[config.mk]
export PLATFORM = sky130hd
export DESIGN_NAME = ffha_ctrl
export DESIGN_NICKNAME = d
export VERILOG_FILES = /design/src/rtl/core/ffha_pkg.sv /design/src/rtl/core/ffha_ctrl.sv
export SDC_FILE = /design/constraint.sdc
export NUM_CORES = 1
export LEC_CHECK = 0
export BUFFER_PORTS_ARGS = -buffer_cell sky130_fd_sc_hd__buf_2
export CAP_MARGIN = 20
export CORE_MARGIN = 1.5
export CORE_UTILIZATION = 41
export CTS_CLUSTER_DIAMETER = 120
export DETAILED_ROUTE_END_ITERATION = 10
export HOLD_SLACK_MARGIN = 0.08
export PLACE_DENSITY = 0.71
export SYNTH_ARGS = -nofsm -noshare
export SYNTH_HDL_FRONTEND = slang
export SYNTH_SLANG_ARGS = --single-unit
[constraint.sdc]
create_clock -name clk -period 2.55 [get_ports clk]
set_input_delay 0.1275 -clock clk [delete_from_list [all_inputs] [get_ports clk]]
set_output_delay 0.1275 -clock clk [all_outputs]
set_load 0.01 [all_outputs]
[src/rtl/core/ffha_pkg.sv]
// ----------------------------------------------------------------------------
// ffha_pkg
// Shared constants, codes and controller/datapath interface types for the
// first-fit heap allocator.
// ----------------------------------------------------------------------------
package ffha_pkg;

  localparam int DEF_HEAP_BYTES   = 65536;
  localparam int DEF_HEADER_BYTES = 12;
  localparam int DEF_MAX_BLOCKS   = 4096;
  localparam int ALIGN_BYTES      = 16;
  localparam int MIN_SPLIT_BYTES  = 16;

  typedef enum logic [1:0] {
    OP_ALLOC   = 2'd0,
    OP_FREE    = 2'd1,
    OP_REALLOC = 2'd2,
    OP_REINIT  = 2'd3
  } op_t;

  typedef enum logic [1:0] {
    STAT_OK     = 2'd0,
    STAT_NULL   = 2'd1,
    STAT_NOFIT  = 2'd2,
    STAT_BADPTR = 2'd3
  } status_t;

  typedef enum logic [3:0] {
    S_BOOT,
    S_IDLE,
    S_DECODE,
    S_INIT,
    S_FIND,
    S_FREE,
    S_FIT,
    S_SPLIT_T,
    S_SPLIT_B,
    S_ALLOC_DONE
  } state_t;

  typedef enum logic [1:0] {
    RD_HEAD,
    RD_NEXT,
    RD_ANEXT
  } rd_sel_t;

  typedef enum logic [2:0] {
    WR_NONE,
    WR_BOOT,
    WR_B_USE,
    WR_T,
    WR_B_SPLIT,
    WR_A_FREE
  } wr_sel_t;

  typedef enum logic [1:0] {
    SRC_ZERO,
    SRC_CUR,
    SRC_B
  } reply_src_t;

  // Commands from the controller to the datapath.
  typedef struct packed {
    logic       latch_in;
    logic       rd_en;
    rd_sel_t    rd_sel;
    logic       cap_a;
    logic       cap_b;
    logic       pop;
    wr_sel_t    wr_sel;
    logic       reinit;
    logic       reply;
    reply_src_t reply_src;
    status_t    reply_status;
    logic       reply_copy;
  } ctl_cmd_t;

  // Status from the datapath to the controller.
  typedef struct packed {
    op_t  op;
    logic req_zero;
    logic addr_zero;
    logic hit;
    logic fit;
    logic at_end;
    logic big_enough;
    logic can_split;
  } dp_stat_t;

endpackage

[src/rtl/core/ffha_ctrl.sv]
// ----------------------------------------------------------------------------
// ffha_ctrl
// Request sequencer: walks the block list and orders the record updates.
// ----------------------------------------------------------------------------
module ffha_ctrl (
  input  logic               clk,
  input  logic               rst,
  input  logic               start,
  input  ffha_pkg::dp_stat_t stat,
  output ffha_pkg::ctl_cmd_t ctl,
  output logic               busy
);

  ffha_pkg::state_t state, state_next;

  always_ff @(posedge clk) begin
    if (rst) begin
      state <= ffha_pkg::S_BOOT;
    end else begin
      state <= state_next;
    end
  end

  assign busy = (state != ffha_pkg::S_IDLE);

  always_comb begin
    state_next = state;
    unique case (state)
      ffha_pkg::S_BOOT: state_next = ffha_pkg::S_IDLE;
      ffha_pkg::S_IDLE: begin
        if (start) state_next = ffha_pkg::S_DECODE;
      end
      ffha_pkg::S_DECODE: begin
        if (stat.op == ffha_pkg::OP_REINIT) begin
          state_next = ffha_pkg::S_INIT;
        end else if (stat.op == ffha_pkg::OP_FREE) begin
          state_next = stat.addr_zero ? ffha_pkg::S_IDLE : ffha_pkg::S_FIND;
        end else if (stat.op == ffha_pkg::OP_REALLOC && !stat.addr_zero) begin
          state_next = ffha_pkg::S_FIND;
        end else begin
          state_next = stat.req_zero ? ffha_pkg::S_IDLE : ffha_pkg::S_FIT;
        end
      end
      ffha_pkg::S_INIT: state_next = ffha_pkg::S_IDLE;
      ffha_pkg::S_FIND: begin
        if (stat.hit) begin
          if (stat.op == ffha_pkg::OP_FREE || stat.req_zero) begin
            state_next = ffha_pkg::S_FREE;
          end else if (stat.big_enough) begin
            state_next = ffha_pkg::S_IDLE;
          end else begin
            state_next = ffha_pkg::S_FIT;
          end
        end else if (stat.at_end) begin
          state_next = ffha_pkg::S_IDLE;
        end
      end
      ffha_pkg::S_FREE: state_next = ffha_pkg::S_IDLE;
      ffha_pkg::S_FIT: begin
        if (stat.fit) begin
          state_next = stat.can_split ? ffha_pkg::S_SPLIT_T : ffha_pkg::S_ALLOC_DONE;
        end else if (stat.at_end) begin
          state_next = ffha_pkg::S_IDLE;
        end
      end
      ffha_pkg::S_SPLIT_T: state_next = ffha_pkg::S_SPLIT_B;
      ffha_pkg::S_SPLIT_B: state_next = ffha_pkg::S_ALLOC_DONE;
      ffha_pkg::S_ALLOC_DONE: begin
        if (stat.op == ffha_pkg::OP_REALLOC && !stat.addr_zero) begin
          state_next = ffha_pkg::S_FREE;
        end else begin
          state_next = ffha_pkg::S_IDLE;
        end
      end
      default: state_next = ffha_pkg::S_IDLE;
    endcase
  end

  always_comb begin
    ctl = '0;
    unique case (state)
      ffha_pkg::S_BOOT: begin
        ctl.wr_sel = ffha_pkg::WR_BOOT;
        ctl.reinit = 1'b1;
      end
      ffha_pkg::S_IDLE: begin
        ctl.latch_in = start;
      end
      ffha_pkg::S_DECODE: begin
        if (stat.op == ffha_pkg::OP_FREE && stat.addr_zero) begin
          ctl.reply        = 1'b1;
          ctl.reply_status = ffha_pkg::STAT_NULL;
        end else if ((stat.op == ffha_pkg::OP_ALLOC
                      || (stat.op == ffha_pkg::OP_REALLOC && stat.addr_zero))
                     && stat.req_zero) begin
          ctl.reply        = 1'b1;
          ctl.reply_status = ffha_pkg::STAT_NULL;
        end else if (stat.op != ffha_pkg::OP_REINIT) begin
          ctl.rd_en  = 1'b1;
          ctl.rd_sel = ffha_pkg::RD_HEAD;
        end
      end
      ffha_pkg::S_INIT: begin
        ctl.wr_sel       = ffha_pkg::WR_BOOT;
        ctl.reinit       = 1'b1;
        ctl.reply        = 1'b1;
        ctl.reply_status = ffha_pkg::STAT_OK;
      end
      ffha_pkg::S_FIND: begin
        if (stat.hit) begin
          ctl.cap_a = 1'b1;
          if (stat.op == ffha_pkg::OP_FREE || stat.req_zero) begin
            ctl.rd_en  = 1'b1;
            ctl.rd_sel = ffha_pkg::RD_NEXT;
          end else if (stat.big_enough) begin
            ctl.reply        = 1'b1;
            ctl.reply_src    = ffha_pkg::SRC_CUR;
            ctl.reply_status = ffha_pkg::STAT_OK;
          end else begin
            ctl.rd_en  = 1'b1;
            ctl.rd_sel = ffha_pkg::RD_HEAD;
          end
        end else if (stat.at_end) begin
          ctl.reply        = 1'b1;
          ctl.reply_status = ffha_pkg::STAT_BADPTR;
        end else begin
          ctl.rd_en  = 1'b1;
          ctl.rd_sel = ffha_pkg::RD_NEXT;
        end
      end
      ffha_pkg::S_FREE: begin
        ctl.wr_sel = ffha_pkg::WR_A_FREE;
        ctl.reply  = 1'b1;
        if (stat.op == ffha_pkg::OP_FREE) begin
          ctl.reply_status = ffha_pkg::STAT_OK;
        end else if (stat.req_zero) begin
          ctl.reply_status = ffha_pkg::STAT_NULL;
        end else begin
          ctl.reply_src    = ffha_pkg::SRC_B;
          ctl.reply_status = ffha_pkg::STAT_OK;
          ctl.reply_copy   = 1'b1;
        end
      end
      ffha_pkg::S_FIT: begin
        if (stat.fit) begin
          ctl.cap_b = 1'b1;
          if (stat.can_split) begin
            ctl.pop = 1'b1;
          end else begin
            ctl.wr_sel = ffha_pkg::WR_B_USE;
          end
        end else if (stat.at_end) begin
          ctl.reply        = 1'b1;
          ctl.reply_status = ffha_pkg::STAT_NOFIT;
        end else begin
          ctl.rd_en  = 1'b1;
          ctl.rd_sel = ffha_pkg::RD_NEXT;
        end
      end
      ffha_pkg::S_SPLIT_T: ctl.wr_sel = ffha_pkg::WR_T;
      ffha_pkg::S_SPLIT_B: ctl.wr_sel = ffha_pkg::WR_B_SPLIT;
      ffha_pkg::S_ALLOC_DONE: begin
        if (stat.op == ffha_pkg::OP_REALLOC && !stat.addr_zero) begin
          ctl.rd_en  = 1'b1;
          ctl.rd_sel = ffha_pkg::RD_ANEXT;
        end else begin
          ctl.reply        = 1'b1;
          ctl.reply_src    = ffha_pkg::SRC_B;
          ctl.reply_status = ffha_pkg::STAT_OK;
        end
      end
      default: ctl = '0;
    endcase
  end

`ifndef SYNTHESIS
  a_reply_ends: assert property (@(posedge clk) disable iff (rst)
    ctl.reply |=> (state == ffha_pkg::S_IDLE))
    else $error("reply issued without returning to idle");

  a_idle_holds: assert property (@(posedge clk) disable iff (rst)
    (state == ffha_pkg::S_IDLE && !start) |=> (state == ffha_pkg::S_IDLE))
    else $error("left idle without a start");

  a_pop_split: assert property (@(posedge clk) disable iff (rst)
    ctl.pop |=> (state == ffha_pkg::S_SPLIT_T))
    else $error("spare slot popped outside a split");
`endif

endmodule

==> metrics <==
status complete, no violations; layout cells sized above 1 roughly 28%; relative slew slack 55.3%; DR vias between 800 and 900; die area around 1900 µm²; Setup Skew 1.34 ps; slowest stage cell, crit path or4b_4; DR iter-0 viols 18; Worst-path clk slew 40 ps; cell chosen for the clock root clkbuf_4; post-DP HPWL 1380 µm; Final Cell Area 828 µm²; initial antenna violation count 0; final setup fails 0; crit path launch type flop; dpl cell area 796 µm²; CTS max path bufs 2; global route overflow 0; worst hold path type input pin to flop; ordered list of cells on the worst path or4b_4 > a311oi_1 > nor3_1 > nand2_1 > buf_2; RePlAce Congestion around 0.84; number of global-route vias before repair 752; Util after Layout approximately 55%; Post-synth EDFFs 0; total CTS buffers 3; asr flop ratio synth 0%; worst hold slack 285 ps; largest register by flop count state; Die X 43.2 µm; CTS tree built; Worst Setup SP state[0]$_SDFFE_PP0P_; fill count 146; WL per Instance 12.9 µm; GRT Total Usage 21.3%; n_diodes 0; Initial Util 44.0%; Core Area approximately 1500 µm²; RSZ-0062 raised after global routing no; Primary FF master, synth dfxtp_1; largest net degree at the start of global routing 20; Hold Fails Final Rpt 0; crit path time final 2150 ps; R2R Path Start state[0]$_SDFFE_PP0P_; first-pass GRT wire length 3080 µm; Worst Path Required 2420 ps; worst-margin pin slew 662 ps; most frequent cells in the layout 29 x buf_2, 11 x nor2_1, 10 x o21ai_0; CTS Sinks 4; postcts setup bufs 0; drt drc 0; Top Registers state x4; Setup TNS 0 ps; Syn. warnings 0; max FFs per register 4; die height 43.2 µm; PD cells 372 nW/µm²; peak supply drop approximately 0.18 mV; Synth Instances 99; Distinct cells, synth 38; drt pass-1 iters 4; Arr. time, crit path 2020 ps; post-synthesis sequential area ratio 12.1%; largest stage delay on the critical path approximately 630 ps; syn_area_per_cell 6.70 µm²; Routed WL 1830 µm; Port Buf Inserts 29; worst skew pair latency 230 ps; leak pwr a little under 0.4 nW; DRT antenna net count 0; worst hold start start; nets 140; Final Cycle Share between 80% and 90%; Slew Limit Fails 0; max cap viols 0; area grow syn2layout 24.9%; IO Pins 30; PostCTS Resize Cnt 0; CP Max Fanout 19; footprint of the multi-input gates around 540 µm²; vias per inst 5.85; FP Rows 14; flops & latches, synth 4; H-Tree Depth 1; Setup CP Type flop to output port; Syn Std Cell Area 663 µm²; most common cell after layout, fill and taps aside buf_2; crit end category output port; Synth Net Count about 110; FF+latch area 80.1 µm²; Peak Freq 0.465 GHz
## power by group
part           switching, mW  total (mW)  internal, mW
clock                 0.0253      0.0779        0.0526
combinational         0.0743       0.137        0.0632
sequential            0.0238      0.0926        0.0688
## logic make-up (layout without fill, tap and decap cells)
family          after synthesis  in the layout  share of synthesized area, %
xor+xnor                      1              1                          1.32
simple gates                 60             60                          56.0
buf+inv                      10             37                          7.17
compound gates               24             24                          23.4
flops                         4              4                          12.1
## Yosys cell counts, types with 3 or more instances
library cell   n  area share, %
nor2_1        11            6.2
o21ai_0       10            7.5
nor2b_1        9            8.5
nand2_1        8            4.5
and2_1         4            3.8
dfxtp_1        4             12
inv_1          4            2.3
a21oi_1        3            2.3
clkbuf_1       3            1.7
nand2b_1       3            2.8
nand4_1        3            2.8
nor3_1         3            2.3
nor4b_1        3            4.0
## per-layer routing
| metal | routed length [µm] | share of wire (%) | vias up | track usage [%] |
|---|---|---|---|---|
| met4 | 44 | 2.4 | 0 | 13.3 |
| met1 | 842 | 46 | 376 | 26.9 |
| met3 | 65 | 3.6 | 6 | 0 |
| met5 | 0 | 0 | - | 0 |
| li1 | - | - | 423 | - |
| met2 | 871 | 48 | 26 | 35.5 |
## final cells by class
type,instances,share of cell area [%]
multi-input cells,85,64.7
repair buffers,30,18.7
flip-flops and latches,4,9.67
clock buffers,3,2.72
well taps,16,2.42
inverters,4,1.81
## timing repair
| action | CTS | global route |
|---|---|---|
| endpoints found under the setup margin | 0 | 0 |
| hold buffers | 1 | 0 |
| hold endpoints to repair | 1 | 0 |
## worst max-delay path: cells and delay by family (launching register included)
family	cells	cell delay, ps
AOI/OAI and AO/OA	1	380
buffers and inverters	1	120
DFF	1	480
and+or+nand+nor	3	810
## worst paths after layout
check / end / slack [ps] / depth (start not counted)
setup / recovery: ctl[15] / 400 / 5
hold / removal: state[1]$_SDFFE_PP0P_ / 290 / 3
setup reg to reg: state[2]$_SDFFE_PP0P_ / 750 / 4
hold reg to reg: state[3]$_SDFFE_PP0P_ / 830 / 3
## per-stage QoR
stage / power (mW) / instances / worst slack [ps]
after global routing: 0.333 / 142 / 281
after floorplan: 0.185 / 99 / 1040
after global placement: 0.225 / 138 / 738
after detailed placement: 0.227 / 138 / 667
final: 0.308 / 142 / 399
after CTS: 0.307 / 142 / 415
Note: power is estimated with default switching activity, not from simulation.
